`src/lew_pkg.sv`:
```
// Shared types, key codes and character class functions for the line editor.
`timescale 1ns / 1ps

package lew_pkg;

    localparam int LEN_W = 6;

    typedef logic [LEN_W-1:0] len_t;

    localparam logic [7:0] KEY_DEL    = 8'd127;
    localparam logic [7:0] KEY_KILL   = 8'h18;
    localparam logic [7:0] KEY_EOF    = 8'h04;
    localparam logic [7:0] KEY_WERASE = 8'h17;
    localparam logic [7:0] KEY_LF     = 8'h0A;
    localparam logic [7:0] BELL_BYTE  = 8'h07;

    localparam len_t WIDTH_RESET = 6'd40;
    localparam len_t WIDTH_MIN   = 6'd2;
    localparam int   WIDTH_MAX   = 62;

    localparam logic [1:0] ACT_ECHO  = 2'd0;
    localparam logic [1:0] ACT_ERASE = 2'd1;
    localparam logic [1:0] ACT_BELL  = 2'd2;
    localparam logic [1:0] ACT_END   = 2'd3;

    localparam logic [2:0] LEN_HOLD  = 3'd0;
    localparam logic [2:0] LEN_DEC   = 3'd1;
    localparam logic [2:0] LEN_CLEAR = 3'd2;
    localparam logic [2:0] LEN_TO_P  = 3'd3;
    localparam logic [2:0] LEN_TO_W  = 3'd4;
    localparam logic [2:0] LEN_ECHO  = 3'd5;

    localparam logic [2:0] EM_DEL   = 3'd0;
    localparam logic [2:0] EM_KILL  = 3'd1;
    localparam logic [2:0] EM_DIFF  = 3'd2;
    localparam logic [2:0] EM_NL    = 3'd3;
    localparam logic [2:0] EM_COPY  = 3'd4;
    localparam logic [2:0] EM_ECHO  = 3'd5;
    localparam logic [2:0] EM_BELL  = 3'd6;
    localparam logic [2:0] EM_END   = 3'd7;

    typedef struct packed {
        logic       load_byte;
        logic       p_load;
        logic       p_dec;
        logic       rd_en;
        logic       rd_copy;
        logic       j_clear;
        logic       j_inc;
        logic       mem_wr;
        logic       wr_copy;
        logic [2:0] len_op;
        logic       emit;
        logic [2:0] emit_sel;
        logic       emit_last;
    } lew_cmd_t;

    typedef struct packed {
        logic is_del;
        logic is_kill;
        logic is_eof;
        logic is_werase;
        logic is_print;
        logic wrap_needed;
        logic len_zero;
        logic p_zero;
        logic diff_zero;
        logic w_zero;
        logic rd_space;
        logic rd_alnum;
        logic copy_last;
        logic out_free;
    } lew_sts_t;

    function automatic logic is_space(input logic [7:0] c);
        return c inside {8'h20, [8'h09:8'h0D]};
    endfunction

    function automatic logic is_alnum(input logic [7:0] c);
        return c inside {[8'h30:8'h39], [8'h41:8'h5A], [8'h61:8'h7A]};
    endfunction

endpackage

```
`src/lew_ctrl.sv`:
```
// Sequencer for the line editor: decodes a key and steps scans, copies and results.
`timescale 1ns / 1ps

module lew_ctrl
(
    input  logic               clk,
    input  logic               rst_n,
    input  logic               in_valid,
    output logic               in_ready,
    input  lew_pkg::lew_sts_t  sts,
    output lew_pkg::lew_cmd_t  cmd
);

    localparam logic [3:0] S_IDLE     = 4'd0;
    localparam logic [3:0] S_DECODE   = 4'd1;
    localparam logic [3:0] S_DEL      = 4'd2;
    localparam logic [3:0] S_KILL     = 4'd3;
    localparam logic [3:0] S_EOF      = 4'd4;
    localparam logic [3:0] S_BELL     = 4'd5;
    localparam logic [3:0] S_SP_RD    = 4'd6;
    localparam logic [3:0] S_SP_CHK   = 4'd7;
    localparam logic [3:0] S_AN_RD    = 4'd8;
    localparam logic [3:0] S_AN_CHK   = 4'd9;
    localparam logic [3:0] S_WE_EMIT  = 4'd10;
    localparam logic [3:0] S_WR_ERASE = 4'd11;
    localparam logic [3:0] S_WR_NL    = 4'd12;
    localparam logic [3:0] S_CP_RD    = 4'd13;
    localparam logic [3:0] S_CP_EMIT  = 4'd14;
    localparam logic [3:0] S_ECHO     = 4'd15;

    logic [3:0] state_reg;
    logic [3:0] state_next;
    logic       wrap_mode_reg;
    logic       wrap_mode_next;

    assign in_ready = (state_reg == S_IDLE);

    always_comb
    begin
        cmd            = '0;
        cmd.len_op     = lew_pkg::LEN_HOLD;
        cmd.emit_sel   = lew_pkg::EM_ECHO;
        state_next     = state_reg;
        wrap_mode_next = wrap_mode_reg;
        case (state_reg)
            S_IDLE:
            begin
                if (in_valid)
                begin
                    cmd.load_byte = 1'b1;
                    state_next    = S_DECODE;
                end
            end
            S_DECODE:
            begin
                if (sts.is_del)
                begin
                    state_next = S_DEL;
                end
                else if (sts.is_kill)
                begin
                    state_next = S_KILL;
                end
                else if (sts.is_eof)
                begin
                    state_next = S_EOF;
                end
                else if (sts.is_werase)
                begin
                    cmd.p_load     = 1'b1;
                    wrap_mode_next = 1'b0;
                    state_next     = S_SP_RD;
                end
                else if (sts.is_print)
                begin
                    if (sts.wrap_needed)
                    begin
                        cmd.p_load     = 1'b1;
                        wrap_mode_next = 1'b1;
                        state_next     = S_AN_RD;
                    end
                    else
                    begin
                        state_next = S_ECHO;
                    end
                end
                else
                begin
                    state_next = S_BELL;
                end
            end
            S_DEL:
            begin
                if (sts.out_free)
                begin
                    cmd.emit      = 1'b1;
                    cmd.emit_sel  = lew_pkg::EM_DEL;
                    cmd.emit_last = 1'b1;
                    cmd.len_op    = lew_pkg::LEN_DEC;
                    state_next    = S_IDLE;
                end
            end
            S_KILL:
            begin
                if (sts.len_zero)
                begin
                    state_next = S_IDLE;
                end
                else if (sts.out_free)
                begin
                    cmd.emit      = 1'b1;
                    cmd.emit_sel  = lew_pkg::EM_KILL;
                    cmd.emit_last = 1'b1;
                    cmd.len_op    = lew_pkg::LEN_CLEAR;
                    state_next    = S_IDLE;
                end
            end
            S_EOF:
            begin
                if (!sts.len_zero)
                begin
                    state_next = S_IDLE;
                end
                else if (sts.out_free)
                begin
                    cmd.emit      = 1'b1;
                    cmd.emit_sel  = lew_pkg::EM_END;
                    cmd.emit_last = 1'b1;
                    state_next    = S_IDLE;
                end
            end
            S_BELL:
            begin
                if (sts.out_free)
                begin
                    cmd.emit      = 1'b1;
                    cmd.emit_sel  = lew_pkg::EM_BELL;
                    cmd.emit_last = 1'b1;
                    state_next    = S_IDLE;
                end
            end
            S_SP_RD:
            begin
                if (sts.p_zero)
                begin
                    state_next = S_WE_EMIT;
                end
                else
                begin
                    cmd.rd_en  = 1'b1;
                    state_next = S_SP_CHK;
                end
            end
            S_SP_CHK:
            begin
                if (sts.rd_space)
                begin
                    cmd.p_dec  = 1'b1;
                    state_next = S_SP_RD;
                end
                else
                begin
                    state_next = S_AN_CHK;
                end
            end
            S_AN_RD:
            begin
                if (sts.p_zero)
                begin
                    state_next = wrap_mode_reg ? S_WR_ERASE : S_WE_EMIT;
                end
                else
                begin
                    cmd.rd_en  = 1'b1;
                    state_next = S_AN_CHK;
                end
            end
            S_AN_CHK:
            begin
                if (sts.rd_alnum)
                begin
                    cmd.p_dec  = 1'b1;
                    state_next = S_AN_RD;
                end
                else
                begin
                    state_next = wrap_mode_reg ? S_WR_ERASE : S_WE_EMIT;
                end
            end
            S_WE_EMIT:
            begin
                if (sts.diff_zero)
                begin
                    state_next = S_IDLE;
                end
                else if (sts.out_free)
                begin
                    cmd.emit      = 1'b1;
                    cmd.emit_sel  = lew_pkg::EM_DIFF;
                    cmd.emit_last = 1'b1;
                    cmd.len_op    = lew_pkg::LEN_TO_P;
                    state_next    = S_IDLE;
                end
            end
            S_WR_ERASE:
            begin
                if (sts.w_zero)
                begin
                    state_next = S_WR_NL;
                end
                else if (sts.out_free)
                begin
                    cmd.emit     = 1'b1;
                    cmd.emit_sel = lew_pkg::EM_DIFF;
                    state_next   = S_WR_NL;
                end
            end
            S_WR_NL:
            begin
                if (sts.out_free)
                begin
                    cmd.emit     = 1'b1;
                    cmd.emit_sel = lew_pkg::EM_NL;
                    cmd.j_clear  = 1'b1;
                    if (sts.w_zero)
                    begin
                        cmd.len_op = lew_pkg::LEN_CLEAR;
                        state_next = S_ECHO;
                    end
                    else
                    begin
                        state_next = S_CP_RD;
                    end
                end
            end
            S_CP_RD:
            begin
                cmd.rd_en   = 1'b1;
                cmd.rd_copy = 1'b1;
                state_next  = S_CP_EMIT;
            end
            S_CP_EMIT:
            begin
                if (sts.out_free)
                begin
                    cmd.emit     = 1'b1;
                    cmd.emit_sel = lew_pkg::EM_COPY;
                    cmd.mem_wr   = 1'b1;
                    cmd.wr_copy  = 1'b1;
                    cmd.j_inc    = 1'b1;
                    if (sts.copy_last)
                    begin
                        cmd.len_op = lew_pkg::LEN_TO_W;
                        state_next = S_ECHO;
                    end
                    else
                    begin
                        state_next = S_CP_RD;
                    end
                end
            end
            S_ECHO:
            begin
                if (sts.out_free)
                begin
                    cmd.emit      = 1'b1;
                    cmd.emit_sel  = lew_pkg::EM_ECHO;
                    cmd.emit_last = 1'b1;
                    cmd.mem_wr    = 1'b1;
                    cmd.len_op    = lew_pkg::LEN_ECHO;
                    state_next    = S_IDLE;
                end
            end
            default:
            begin
                state_next = S_IDLE;
            end
        endcase
    end

    always_ff @(posedge clk or negedge rst_n)
    begin
        if (!rst_n)
        begin
            state_reg     <= S_IDLE;
            wrap_mode_reg <= 1'b0;
        end
        else
        begin
            state_reg     <= state_next;
            wrap_mode_reg <= wrap_mode_next;
        end
    end

endmodule

```
`src/lew_datapath.sv`:
```
// Line store, pointers, width register and result register of the line editor.
`timescale 1ns / 1ps

module lew_datapath
#(
    parameter int LINE_CAPACITY = 64
)
(
    input  logic               clk,
    input  logic               rst_n,
    input  logic [7:0]         key_byte,
    input  logic               cfg_valid,
    output logic               cfg_ready,
    input  logic [5:0]         cfg_data,
    output logic               m_tvalid,
    input  logic               m_tready,
    output logic [15:0]        m_tdata,
    output logic [1:0]         m_tuser,
    output logic               m_tlast,
    input  lew_pkg::lew_cmd_t  cmd,
    output lew_pkg::lew_sts_t  sts
);

    localparam int AW        = $clog2(LINE_CAPACITY);
    localparam int CAP_LIMIT = (LINE_CAPACITY - 1 < lew_pkg::WIDTH_MAX)
                             ? LINE_CAPACITY - 1 : lew_pkg::WIDTH_MAX;
    localparam lew_pkg::len_t LIMIT_MAX = lew_pkg::len_t'(CAP_LIMIT);

    typedef logic [AW-1:0] addr_t;

    logic [7:0]    line_store_reg [LINE_CAPACITY];
    logic [7:0]    rd_data_reg;
    logic [7:0]    byte_reg;
    lew_pkg::len_t len_reg;
    lew_pkg::len_t len_next;
    lew_pkg::len_t p_reg;
    lew_pkg::len_t j_reg;
    lew_pkg::len_t width_reg;
    lew_pkg::len_t limit;
    lew_pkg::len_t diff;
    lew_pkg::len_t rd_ptr;
    lew_pkg::len_t wr_ptr;
    logic          out_valid_reg;
    logic [1:0]    act_reg;
    logic [7:0]    echo_reg;
    lew_pkg::len_t count_reg;
    logic          last_reg;
    logic [1:0]    act_next;
    logic [7:0]    echo_next;
    lew_pkg::len_t count_next;

    assign cfg_ready = 1'b1;
    assign diff      = len_reg - p_reg;
    assign rd_ptr    = cmd.rd_copy ? (p_reg + j_reg) : (p_reg - 6'd1);
    assign wr_ptr    = cmd.wr_copy ? j_reg : len_reg;

    always_comb
    begin
        if (width_reg < lew_pkg::WIDTH_MIN)
        begin
            limit = lew_pkg::WIDTH_MIN;
        end
        else if (width_reg > LIMIT_MAX)
        begin
            limit = LIMIT_MAX;
        end
        else
        begin
            limit = width_reg;
        end
    end

    always_comb
    begin
        sts.is_del      = (byte_reg == lew_pkg::KEY_DEL);
        sts.is_kill     = (byte_reg == lew_pkg::KEY_KILL);
        sts.is_eof      = (byte_reg == lew_pkg::KEY_EOF);
        sts.is_werase   = (byte_reg == lew_pkg::KEY_WERASE);
        sts.is_print    = lew_pkg::is_alnum(byte_reg) || lew_pkg::is_space(byte_reg);
        sts.wrap_needed = (len_reg >= limit);
        sts.len_zero    = (len_reg == '0);
        sts.p_zero      = (p_reg == '0);
        sts.diff_zero   = (diff == '0);
        sts.w_zero      = (p_reg == '0) || (diff == '0);
        sts.rd_space    = lew_pkg::is_space(rd_data_reg);
        sts.rd_alnum    = lew_pkg::is_alnum(rd_data_reg);
        sts.copy_last   = ((j_reg + 6'd1) == diff);
        sts.out_free    = !out_valid_reg || m_tready;
    end

    always_comb
    begin
        case (cmd.len_op)
            lew_pkg::LEN_HOLD:  len_next = len_reg;
            lew_pkg::LEN_DEC:   len_next = sts.len_zero ? len_reg : len_reg - 6'd1;
            lew_pkg::LEN_CLEAR: len_next = '0;
            lew_pkg::LEN_TO_P:  len_next = p_reg;
            lew_pkg::LEN_TO_W:  len_next = diff;
            lew_pkg::LEN_ECHO:
                len_next = (byte_reg == lew_pkg::KEY_LF) ? '0 : len_reg + 6'd1;
            default:            len_next = len_reg;
        endcase
    end

    always_comb
    begin
        act_next   = lew_pkg::ACT_ECHO;
        echo_next  = '0;
        count_next = '0;
        case (cmd.emit_sel)
            lew_pkg::EM_DEL:
            begin
                act_next   = lew_pkg::ACT_ERASE;
                count_next = 6'd1;
            end
            lew_pkg::EM_KILL:
            begin
                act_next   = lew_pkg::ACT_ERASE;
                count_next = len_reg;
            end
            lew_pkg::EM_DIFF:
            begin
                act_next   = lew_pkg::ACT_ERASE;
                count_next = diff;
            end
            lew_pkg::EM_NL:   echo_next = lew_pkg::KEY_LF;
            lew_pkg::EM_COPY: echo_next = rd_data_reg;
            lew_pkg::EM_ECHO: echo_next = byte_reg;
            lew_pkg::EM_BELL:
            begin
                act_next  = lew_pkg::ACT_BELL;
                echo_next = lew_pkg::BELL_BYTE;
            end
            lew_pkg::EM_END:  act_next = lew_pkg::ACT_END;
            default:          act_next = lew_pkg::ACT_ECHO;
        endcase
    end

    always_ff @(posedge clk)
    begin
        if (cmd.mem_wr)
        begin
            line_store_reg[addr_t'(wr_ptr)] <= cmd.wr_copy ? rd_data_reg : byte_reg;
        end
        if (cmd.rd_en)
        begin
            rd_data_reg <= line_store_reg[addr_t'(rd_ptr)];
        end
        if (cmd.load_byte)
        begin
            byte_reg <= key_byte;
        end
        if (cmd.p_load)
        begin
            p_reg <= len_reg;
        end
        else if (cmd.p_dec)
        begin
            p_reg <= p_reg - 6'd1;
        end
        if (cmd.j_clear)
        begin
            j_reg <= '0;
        end
        else if (cmd.j_inc)
        begin
            j_reg <= j_reg + 6'd1;
        end
        if (cmd.emit)
        begin
            act_reg   <= act_next;
            echo_reg  <= echo_next;
            count_reg <= count_next;
            last_reg  <= cmd.emit_last;
        end
    end

    always_ff @(posedge clk or negedge rst_n)
    begin
        if (!rst_n)
        begin
            len_reg       <= '0;
            width_reg     <= lew_pkg::WIDTH_RESET;
            out_valid_reg <= 1'b0;
        end
        else
        begin
            len_reg <= len_next;
            if (cfg_valid && cfg_ready)
            begin
                width_reg <= cfg_data;
            end
            if (cmd.emit)
            begin
                out_valid_reg <= 1'b1;
            end
            else if (m_tready)
            begin
                out_valid_reg <= 1'b0;
            end
        end
    end

    assign m_tvalid = out_valid_reg;
    assign m_tdata  = {2'b00, count_reg, echo_reg};
    assign m_tuser  = act_reg;
    assign m_tlast  = last_reg;

    assert property (@(posedge clk) disable iff (!rst_n) len_reg <= LIMIT_MAX)
        else $error("line length exceeds the wrap limit");

    assert property (@(posedge clk) disable iff (!rst_n) cmd.emit |-> sts.out_free)
        else $error("result written while the output register is occupied");

    assert property (@(posedge clk) disable iff (!rst_n) cmd.rd_en |-> rd_ptr < len_reg)
        else $error("line store read beyond the current line");

    assert property (@(posedge clk) disable iff (!rst_n)
        (cmd.mem_wr && cmd.wr_copy) |-> (j_reg < p_reg + j_reg))
        else $error("wrap copy overwrites a byte that is not yet moved");

endmodule

```
`src/line_editor_word_wrap.sv`:
```
// Top level of the line editor with word wrap.
// A key is accepted in the idle state and decoded in the next cycle; for keys without a scan
// a result state then registers the result once the output register is free.
// A word erase reads bytes back from the store, and a wrap reads bytes and moves the word,
// with output stalls on top; a new key is taken only once the last one is finished.
// Reset clears the line length and loads a wrap width of 40; the store is not cleared.
`timescale 1ns / 1ps

module line_editor_word_wrap
#(
    parameter int LINE_CAPACITY = 64
)
(
    input  logic        clk,
    input  logic        rst_n,
    input  logic        s_tvalid,
    output logic        s_tready,
    input  logic [7:0]  s_tdata,   // [7:0] key_byte
    output logic        m_tvalid,
    input  logic        m_tready,
    output logic [15:0] m_tdata,   // [7:0] echo_byte, [13:8] erase_count, [15:14] zero
    output logic [1:0]  m_tuser,   // [1:0] action
    output logic        m_tlast,
    input  logic        cfg_valid,
    output logic        cfg_ready,
    input  logic [5:0]  cfg_data   // [5:0] line_width
);

    lew_pkg::lew_cmd_t cmd;
    lew_pkg::lew_sts_t sts;

    lew_ctrl u_ctrl
    (
        .clk      (clk),
        .rst_n    (rst_n),
        .in_valid (s_tvalid),
        .in_ready (s_tready),
        .sts      (sts),
        .cmd      (cmd)
    );

    lew_datapath
    #(
        .LINE_CAPACITY (LINE_CAPACITY)
    )
    u_datapath
    (
        .clk       (clk),
        .rst_n     (rst_n),
        .key_byte  (s_tdata),
        .cfg_valid (cfg_valid),
        .cfg_ready (cfg_ready),
        .cfg_data  (cfg_data),
        .m_tvalid  (m_tvalid),
        .m_tready  (m_tready),
        .m_tdata   (m_tdata),
        .m_tuser   (m_tuser),
        .m_tlast   (m_tlast),
        .cmd       (cmd),
        .sts       (sts)
    );

endmodule

```
`config.mk`:
```
export PLATFORM = sky130hd
export DESIGN_NAME = line_editor_word_wrap
export DESIGN_NICKNAME = d
export VERILOG_FILES = /design/src/lew_pkg.sv /design/src/lew_ctrl.sv /design/src/lew_datapath.sv /design/src/line_editor_word_wrap.sv
export SDC_FILE = /design/constraint.sdc
export NUM_CORES = 1
export LEC_CHECK = 0
export ABC_AREA = 1
export BUFFER_PORTS_ARGS = -buffer_cell sky130_fd_sc_hd__clkbuf_2
export CAP_MARGIN = 10
export CORE_MARGIN = 4
export CORE_UTILIZATION = 55
export CTS_CLUSTER_SIZE = 16
export DETAILED_ROUTE_END_ITERATION = 6
export PLACE_DENSITY = 0.79
export SYNTH_ARGS = -nofsm -noshare
export SYNTH_HDL_FRONTEND = slang
export SYNTH_HIERARCHICAL = 1
export SYNTH_SLANG_ARGS = --single-unit
```
`constraint.sdc`:
```
create_clock -name clk -period 8.9 [get_ports clk]
set_input_delay 0 -clock clk [delete_from_list [all_inputs] [get_ports clk]]
set_output_delay 0 -clock clk [all_outputs]
set_load 0.02 [all_outputs]
```
After elaboration in Yosys (flattened, before gate mapping)
Memories as Yosys holds them, arrays and structs flattened. A register that Yosys moved wholly into a read port is not among the register bits.
Index checks and enable logic that the tools add are counted.

operators by class
  add/sub/neg operators = 6
  magnitude comparators = 19
  eq/ne operators = 40
  mux-type cells = 81
  bitwise gates (word level) = 3
  reduce and logical (&&, ||, !) cells = 32

operators with widths
  cell                                                                count
  2-to-1 mux 4 bit                                                    20
  case mux 4 bit (14 select lines)                                    1
  2-to-1 mux 6 bit                                                    9
  case mux 4 bit (9 select lines)                                     1
  == test 4 bit (second input constant)                               8
  greater-or-equal comparator 8 x 7 -> 1 bit (second input constant)  4
  less-or-equal comparator 8 x 7 -> 1 bit (second input constant)     4
  2-to-1 mux 8 bit                                                    4
  case mux 8 bit (4 select lines)                                     1
  case mux 6 bit (5 select lines)                                     1
  2-to-1 mux 1 bit                                                    25
  2-to-1 mux 7 bit                                                    3
  == test 3 bit (second input constant)                               6
  zero test 6 bit                                                     3
  case mux 3 bit (6 select lines)                                     1
  case mux 6 bit (3 select lines)                                     1
  == test 4 x 3 -> 1 bit (second input constant)                      4
  == test 8 x 5 -> 1 bit (second input constant)                      2
  == test 8 x 6 -> 1 bit (second input constant)                      2
  greater-or-equal comparator 8 x 4 -> 1 bit (second input constant)  2
  greater-or-equal comparator 8 x 6 -> 1 bit (second input constant)  2
  less-or-equal comparator 8 x 4 -> 1 bit (second input constant)     2
  less-or-equal comparator 8 x 6 -> 1 bit (second input constant)     2
  2-to-1 mux 5 bit                                                    3
  37 further kinds                                                    70

word-level totals
  register bits = 55
  RAM bits = 512
  input port bits = 19
  output and inout bits = 22
  logic and storage cells = 194
  memories = 1

memory list
  name                       words  width  rd ports  clocked after memory_dff  wr ports  line                source
  u_datapath.line_store_reg  64     8      1         1                         1         lew_datapath.sv:31  logic [7:0] line_store_reg [LINE_CAPACITY];

Depth between registers and ports, before layout
Gate-level depths: netlist of run 1.

  depth in word-level cells = 12
  mapped depth = 22
  gate-level depth less buffers = 22

Hierarchy
The synthesis of run 1 kept the hierarchy.

modules (own cells, without submodules)
  module        instances  cells each  area an instance (um2)  seq. area each (um2)
  lew_datapath  1          2567        26071.3                 16993.8
  lew_ctrl      1          185         955.9                   125.1

Worst setup path after synthesis of run 1
Ideal clock, no wire load.

  path kind = register to register
  from = register u_datapath.out_valid_reg (netlist: u_datapath/m_tvalid)
  to = memory u_datapath.line_store_reg[0][6], data pin
  library setup time = 0.702 ns
  arrival = 4.042 ns
  data required time = 8.198 ns
  setup slack = 4.157 ns
  cell stages (with the launch flop) = 9
  path buffers = 4
  clock period less this slack = 4.743 ns
  cells stage by stage = dfrtp_1 nand2_1 buf_2 nand2_1 nor2_1 buf_2 clkbuf_1 clkbuf_1 o21ai_0

RTL lines
  element                 line                 source
  start, declared         lew_datapath.sv:43   logic out_valid_reg;
  start signal, assigned  lew_datapath.sv:184  out_valid_reg <= 1'b0;
  start signal, assigned  lew_datapath.sv:195  out_valid_reg <= 1'b1;
  start signal, assigned  lew_datapath.sv:199  out_valid_reg <= 1'b0;
  end, declared           lew_datapath.sv:31

==> impl_metrics.csv, run 1 <==
group,metric,value,unit
place,finalWeightedCongestion,0.937,
worst_setup_path,cpMaxStageDelayCell,"sky130_fd_sc_hd__nand2_8",
detailed_routing,postRouteWirelength,71700,um
clock_network,cts-buffers-inserted,57,
sta,postLayoutSetupSlackWorst,4.24,ns
cells_and_area,mostFrequentLayoutCells,"sky130_fd_sc_hd__nand2_1 (670), sky130_fd_sc_hd__nand3_1 (637), sky130_fd_sc_hd__edfxtp_1 (551), sky130_fd_sc_hd__inv_1 (374), sky130_fd_sc_hd__nor2_1 (115)",
yosys,async_reset_ff_frac,0.0313,
power_and_ir_drop,power.sequential.fraction,0.405,
worst_setup_path,critical_path_peak_fanout,168,
worst_setup_path,critPathLaunchType,"flip-flop",
global_route,grtUsageTotal,0.266,
cells_and_area,layout.cells.most_common,"sky130_fd_sc_hd__nand2_1",
worst_setup_path,setup.worst_path.start,"u_ctrl/state_reg[0]",
power_and_ir_drop,power.ir.vdd_worst,0.000286,V
detailed_routing,routed_wire_length_per_instance,20.7,um
detailed_routing,vias_per_cell,5.90,
worst_hold_path,min-delay-start,"s_tdata[5]",
worst_setup_path,timing.critical_path.required,9.28,ns
worst_setup_path,crit_type,"reg -> reg",
power_and_ir_drop,fraction_of_power_spent_switching_nets,0.361,
sta,totalNegativeSetupSlack,0,ns
sta,final_min_period_over_clock_period,0.524,
worst_setup_path,arrival,5.05,ns
power_and_ir_drop,clkPwrFrac,0.294,
yosys,yosysSeqAreaShare,0.633,
power_and_ir_drop,power.leakage,12.1,nW
worst_setup_path,slowest_delay,0.95,ns
die,io-pin-count,41,
clock_network,clockRootBuffer,"sky130_fd_sc_hd__clkbuf_16",
clock_network,htree_levels,2,
place,placement.cell_area,27600,sq um
power_and_ir_drop,power-per-cell-area,278,nW/um^2
power_and_ir_drop,p_switching,3.00,mW
sta,setup_viol,0,
global_route,pin_count_of_the_biggest_net_entering_global_routing,169,
run,maxCapViolations,0,
global_route,first_global_vias,19658,
cells_and_area,diodes,0,
detailed_routing,detail-route-antenna-nets,0,
worst_setup_path,worst_setup_path_end_kind,"flip-flop",
die,floorplan.die_area,52800,sq um
clock_network,cts_max_path_buffers,3,
worst_setup_path,crit_path_cell_trace,"inv_2, nor2_2, nand2_1, inv_1, nand2_4, nand2_8, buf_4, nand2_1, nand3_1, nand2_1, nand2_1, nand3_1, nand3_1, nand2_1, nand2_1, nand2_1",
yosys,syn-mean-instance-area,9.82,sq um
cells_and_area,largest_reg_flops,512,
sta,maxClockFrequency,214,MHz
yosys,synth_top_cell_area_share,0.612,
yosys,synth_ff_type,"sky130_fd_sc_hd__edfxtp_1",
yosys,ys_warn_count,6,
outcome,outcome,"finished clean",
clock_network,clock_sinks,575,
cells_and_area,finish.net_count,2810,
die,coreArea,48100,sq um
sta,timing.final.hold_violations,0,
sta,worst_pin_slew,1.21,ns
cells_and_area,flow.area_growth_from_synthesis,10.5,%
clock_network,clk_latency,0.63,ns
worst_hold_path,worst_hold_path_type,"in -> reg",
worst_setup_path,cp_num_buf_inv,3,
place,dp_slack,4.38,ns
yosys,synth_cells,2752,
yosys,yosysUniqueCellTypes,48,
die,floorplan.initialDensity,0.561,
yosys,synth.cell_area,27000,sq um
global_route,antenna_found_initial,0,
global_route,grt_first_pass_wirelength,111000,um
power_and_ir_drop,cellInternalPower,5.30,mW
cells_and_area,sequential_cell_area,17100,sq um
sta,slew-limit-headroom,0.193,
place,post-dp-hpwl,42600,um
worst_setup_path,crit_path_frequent_cell,"sky130_fd_sc_hd__nand2_1",
detailed_routing,remaining_drc_errors,0,
cells_and_area,fill_cells,3672,
place,io_buffers,37,
detailed_routing,detailedRoute.firstIterationViolations,3077,
detailed_routing,drt_pre_antenna_iters,6,
sta,period_needed,4.66,ns
cells_and_area,area_occupied_by_multi_input_gates,7930,sq um
die,die_width,230,um
yosys,synth_enable_flop_cells,551,
global_route,grt_overflow,0,
cells_and_area,share_of_post_route_cells_with_drive_strength_above_1,0.0679,
worst_setup_path,critical_path.top_delay_family,"simple AND/OR/NAND/NOR gates",
sta,final_max_slew_violation_count,0,
die,floorplan.rows,80,
detailed_routing,num_vias,20478,
clock_network,clk_transition_reported_paths,0.06,ns
die,die_h,230,um
yosys,synthTopCellsByArea,"sky130_fd_sc_hd__edfxtp_1 (61%), sky130_fd_sc_hd__nand3_1 (12%), sky130_fd_sc_hd__nand2_1 (9.3%), sky130_fd_sc_hd__inv_1 (5.2%), sky130_fd_sc_hd__nor2_1 (1.6%)",
yosys,synth_seq_cells,575,
cells_and_area,final_area,29900,sq um
sta,clock_skews,0.0138,ns
clock_network,tritoncts,"done",
power_and_ir_drop,combPwrFrac,0.300,
yosys,yosys.area.top_type,"sky130_fd_sc_hd__edfxtp_1",
sta,rsz_0062_raised_after_global_routing,"false",
worst_setup_path,worstReg2RegStart,"u_ctrl/state_reg[0]",
==> repair_timing <==
action                                  CTS  global route
buffers inserted                          0             0
gates resized for setup                   0             0
endpoints found under the setup margin    0             0
hold endpoints to repair                 44             0
hold buffers                             31             0
==> cell families (layout without fill, tap and decap cells) <==
logic type | Yosys count | count (layout) | share of synthesized area
and+or+nand+nor | 1485 | 1485 | 0.242
buffers and inverters | 518 | 579 | 0.0783
xor gates and xnor gates | 20 | 20 | 0.00648
AOI/OAI and AO/OA | 128 | 128 | 0.0280
other | 2 | 3 | 0.000278
DFF | 575 | 575 | 0.633
adders and majority gates | 24 | 24 | 0.0117
==> layout make-up <==
class / count / share of cell area
multi-input cells: 1660 / 0.265
repair buffers: 88 / 0.0216
flip-flops and latches: 575 / 0.573
well taps: 656 / 0.0275
clock inverters: 38 / 0.0136
clock buffers: 68 / 0.0499
inverters: 385 / 0.0485
==> synthesized netlist by cell type (all sizes together) (5+ instances only) <==
cell type  number
buf            91
nor2          122
inv           383
o221ai          5
nand4          13
o211ai          7
edfxtp        551
nand2         685
clkbuf         42
a21oi          28
o21ai          62
xor2           17
dfxtp           6
ha             22
o2111ai         6
dfrtp          16
o22ai           9
nor3           18
nand3         639
==> metrics by stage <==
step	cells	power (mW)	hold WS [ns]	utilization
final	3470	8.30	0.0916	0.620
after global routing	3470	8.66	0.0802	0.620
after floorplan	2753	5.07	-0.296	-
after detailed placement	3333	5.82	-0.00757	0.574
after global placement	3333	5.76	-0.0153	0.574
after CTS	3470	8.26	0.0823	0.620
==> final timing paths <==
kind | depth (start not counted) | slack [ns] | endpoint
worst max-delay path | 16 | 4.24 | u_datapath/rd_data_reg[6]
worst min-delay path | 2 | 0.09 | u_datapath/byte_reg[5]
worst max register to register | 16 | 4.24 | u_datapath/rd_data_reg[6]
worst min register to register | 2 | 0.56 | u_ctrl/wrap_mode_reg
max in group asynchronous | 4 | 7.21 | u_datapath/width_reg[0]
min in group asynchronous | 3 | 0.44 | u_datapath/width_reg[5]
==> routing by layer <==
layer  share of wire  global-route usage
met1            0.38               0.361
met2            0.46               0.422
met3            0.12              0.0526
met4           0.046               0.113
met5               0                   0
==> power by group through the flow <==
| stage | clock (mW) | sequential (mW) | combinational (mW) |
|---|---|---|---|
| 5_1_grt | 2.58 | 3.37 | 2.71 |
| 2_1_floorplan | 0 | 3.43 | 1.64 |
| 4_1_cts | 2.47 | 3.36 | 2.43 |
| 3_5_place_dp | 0 | 3.41 | 2.40 |
| 3_3_place_gp | 0 | 3.41 | 2.35 |
| 6_report | 2.44 | 3.36 | 2.49 |
==> worst reg2reg max path, delay by kind of cell, from the launching register on <==
kind	cells	cell delay [ns]
AND/OR/NAND/NOR	13	2.55
flip-flops	1	0.55
buffers and inverters	3	1.31
Power figures use the tool's default switching activity.
==> inputs of run 2 (changes only) <==
--- a/config.mk
+++ b/config.mk
@@ -5,7 +5,7 @@
 export SDC_FILE = /design/constraint.sdc
 export NUM_CORES = 1
 export LEC_CHECK = 0
-export ABC_AREA = 1
+export ABC_AREA = 0
 export BUFFER_PORTS_ARGS = -buffer_cell sky130_fd_sc_hd__clkbuf_2
 export CAP_MARGIN = 10
 export CORE_MARGIN = 4
==> constraint.sdc (replaced) <==
create_clock -name clk -period 4.65 [get_ports clk]
set_input_delay 0 -clock clk [delete_from_list [all_inputs] [get_ports clk]]
set_output_delay 0 -clock clk [all_outputs]
set_load 0.02 [all_outputs]
==> run 2 against run 1 <==
Net effect:
- sequential power grew 87%
- final cell count shrank 27%
- worst hold slack gained 0.023 ns
- via count shrank 22%
- combinational power grew 77%
- largest power group unchanged
==> impl_metrics.csv, run 2 <==
group,metric,value,unit
global_route,first_global_vias,15797,
sta,timing.final.hold_violations,0,
place,post-dp-hpwl,38100,um
cells_and_area,fill_cells,3207,
sta,setup_viol,0,
sta,postLayoutSetupSlackWorst,0.438,ns
worst_setup_path,worstReg2RegStart,"u_datapath/p_reg[1]",
sta,final_min_period_over_clock_period,0.906,
global_route,grt_overflow,0,
cells_and_area,largest_reg_flops,512,
global_route,antenna_found_initial,0,
sta,final_max_slew_violation_count,0,
worst_setup_path,worst_setup_path_end_kind,"flip-flop",
worst_setup_path,crit_type,"reg -> reg",
yosys,synthMostInstantiatedCell,"sky130_fd_sc_hd__edfxtp_1",
cells_and_area,stdcell_count,2531,
clock_network,clk_transition_reported_paths,0.06,ns
clock_network,cts_max_path_buffers,3,
worst_setup_path,rr_endpoint,"u_datapath/len_reg[2]",
power_and_ir_drop,power.ir.vdd_worst,0.000346,V
yosys,yosysSeqAreaShare,0.677,
yosys,synthTopCellsByArea,"sky130_fd_sc_hd__edfxtp_1 (65%), sky130_fd_sc_hd__mux4_2 (5.7%), sky130_fd_sc_hd__nand2_1 (3.9%), sky130_fd_sc_hd__mux2i_1 (2.2%), sky130_fd_sc_hd__nor2_1 (1.8%)",
yosys,synth_seq_cells,575,
yosys,yosys.area.top_type,"sky130_fd_sc_hd__edfxtp_1",
worst_setup_path,timing.reg2reg.setup_slack,0.44,ns
die,io-pin-count,41,
worst_setup_path,r2r_cells,18,
cells_and_area,flow.area_growth_from_synthesis,13.1,%
place,dp.cells,2397,
sta,clock_skews,0.0175,ns
clock_network,clk_latency,0.62,ns
power_and_ir_drop,power-per-cell-area,528,nW/um^2
power_and_ir_drop,power.leakage,9.83,nW
run,maxCapViolations,0,
worst_setup_path,critPathLaunchType,"flip-flop",
yosys,synth.cell_area,25300,sq um
sta,slew-limit-headroom,0.199,
clock_network,htree_levels,2,
die,die_width,222,um
worst_setup_path,critical_path_peak_fanout,9,
power_and_ir_drop,power,15.1,mW
worst_setup_path,timing.critical_path.required,5.14,ns
worst_setup_path,setup.worst_path.end,"u_datapath/len_reg[2]",
detailed_routing,detail-route-antenna-nets,0,
detailed_routing,vias_per_cell,6.30,
cells_and_area,final_core_util,0.630,
detailed_routing,detailedRoute.firstIterationViolations,1648,
place,finalWeightedCongestion,0.933,
global_route,pin_count_of_the_biggest_net_entering_global_routing,88,
cells_and_area,mostFrequentLayoutCells,"sky130_fd_sc_hd__edfxtp_1 (551), sky130_fd_sc_hd__nand2_1 (265), sky130_fd_sc_hd__nor2_1 (119), sky130_fd_sc_hd__nand3_1 (85), sky130_fd_sc_hd__buf_4 (75)",
yosys,synth_cells,1785,
detailed_routing,remaining_drc_errors,0,
cells_and_area,finish.net_count,1927,
die,coreArea,45400,sq um
outcome,outcome,"finished clean",
die,die_h,222,um
detailed_routing,postRouteWirelength,60900,um
sta,hold_ws,0.114,ns
worst_hold_path,worst_hold_path_type,"in -> reg",
global_route,grt_first_pass_wirelength,93600,um
worst_setup_path,arrival,4.71,ns
sta,period_needed,4.21,ns
yosys,ys_warn_count,6,
yosys,async_reset_ff_frac,0.0313,
cells_and_area,layout.cells.most_common,"sky130_fd_sc_hd__edfxtp_1",
clock_network,clock_sinks,575,
die,floorplan.die_area,49500,sq um
cells_and_area,diodes,0,
die,floorplan.initialDensity,0.557,
yosys,synth_ff_type,"sky130_fd_sc_hd__edfxtp_1",
global_route,grtUsageTotal,0.245,
yosys,synth_top_cell_area_share,0.654,
clock_network,tritoncts,"done",
yosys,synth_enable_flop_cells,551,
place,dp_slack,0.314,ns
place,io_buffers,37,
sta,worst_pin_slew,1.20,ns
sta,maxClockFrequency,237,MHz
yosys,ys_top_cells_by_count,"sky130_fd_sc_hd__edfxtp_1 (551), sky130_fd_sc_hd__nand2_1 (266), sky130_fd_sc_hd__nor2_1 (120), sky130_fd_sc_hd__nand3_1 (85), sky130_fd_sc_hd__mux4_2 (64)",
cells_and_area,share_of_post_route_cells_with_drive_strength_above_1,0.153,
sta,rsz_0062_raised_after_global_routing,"false",
yosys,syn-mean-instance-area,14.2,sq um
worst_setup_path,setup.worst_path.start,"u_datapath/p_reg[1]",
clock_network,clockRootBuffer,"sky130_fd_sc_hd__clkbuf_16",
detailed_routing,num_vias,15957,
clock_network,postCtsSetupBuffers,0,
detailed_routing,routed_wire_length_per_instance,24.1,um
clock_network,cts-buffers-inserted,56,
die,floorplan.rows,78,
yosys,yosysUniqueCellTypes,80,
detailed_routing,drt_pre_antenna_iters,5,
==> run 2: cell type report <==
cell class,instances,area [sq um],share of cell area
inverters,30,113,0.00394
well taps,600,751,0.0263
clock inverters,38,322,0.0112
repair buffers,153,1280,0.0447
multi-input cells,1068,7570,0.265
clock buffers,67,1440,0.0505
flip-flops and latches,575,17100,0.599
==> run 2: repair_timing <==
action / 4_1_cts / 5_1_grt
setup endpoints to repair: 0 / 13
resized for setup: 0 / 4
hold buffers: 29 / 0
hold endpoints to repair: 42 / 0
==> run 2: layer usage <==
| layer | GRT usage | wire length [um] | vias up |
|---|---|---|---|
| met5 | 0 | 0 | - |
| met4 | 0.0911 | 2290 | 0 |
| met3 | 0.0371 | 5220 | 134 |
| met2 | 0.402 | 29500 | 793 |
| met1 | 0.337 | 23900 | 7971 |
| li1 | - | - | 7059 |
==> run 2: how the worst min path moves through the flow <==
stage               start                 endpoint  slack, ns  depth (start not counted)
3_5_place_dp        rst_n  u_datapath/width_reg[2]      0.004                          1
3_3_place_gp        rst_n  u_datapath/width_reg[4]      -0.01                          1
6_report       s_tdata[4]   u_datapath/byte_reg[4]       0.11                          2
5_1_grt        s_tdata[4]   u_datapath/byte_reg[4]       0.12                          2
2_1_floorplan       rst_n      u_ctrl/state_reg[0]      -0.30                          0
4_1_cts        s_tdata[1]   u_datapath/byte_reg[1]       0.08                          2
==> run 2: cells by family after synthesis <==
family / after synthesis / synth area share
and+or+nand+nor: 613 / 0.112
DFF: 575 / 0.677
AOI/OAI and AO/OA: 266 / 0.0772
buffers and inverters: 143 / 0.0262
muxes: 132 / 0.0847
xor gates and xnor gates: 30 / 0.0104
adders and majority gates: 24 / 0.0125
other: 2 / 0.000297
==> run 2: worst max-delay path, stage by stage, from the launching register on <==
cell and delay (ns):
sky130_fd_sc_hd__edfxtp_1 0.45, sky130_fd_sc_hd__inv_1 0.16, sky130_fd_sc_hd__ha_1 0.30, sky130_fd_sc_hd__nor2b_1 0.11, sky130_fd_sc_hd__o21ai_0 0.11, sky130_fd_sc_hd__a21boi_1 0.29
sky130_fd_sc_hd__mux2i_1 0.28, sky130_fd_sc_hd__nand2_1 0.14, sky130_fd_sc_hd__nor4_1 0.43, sky130_fd_sc_hd__or2_2 0.24, sky130_fd_sc_hd__nand3b_1 0.08, sky130_fd_sc_hd__o21ai_0 0.08
sky130_fd_sc_hd__a22oi_1 0.10, sky130_fd_sc_hd__nor2b_2 0.24, sky130_fd_sc_hd__nand2b_1 0.27, sky130_fd_sc_hd__and2_1 0.33, sky130_fd_sc_hd__a22o_1 0.20, sky130_fd_sc_hd__a22oi_1 0.08
sky130_fd_sc_hd__o22a_1 0.21
==> run 2: where the power goes <==
group	leakage [nW]	switching, mW	internal [mW]
logic	3.75	2.84	1.58
clock network	0.848	1.90	2.49
registers	5.23	0.168	6.12
==> run 2: through the flow <==
stage	instance area [sq um]	TNS, ns
after floorplan	25300	-31.57
after global placement	26500	0
after detailed placement	26500	0
after CTS	28600	0
after global routing	28600	0
final	28600	0
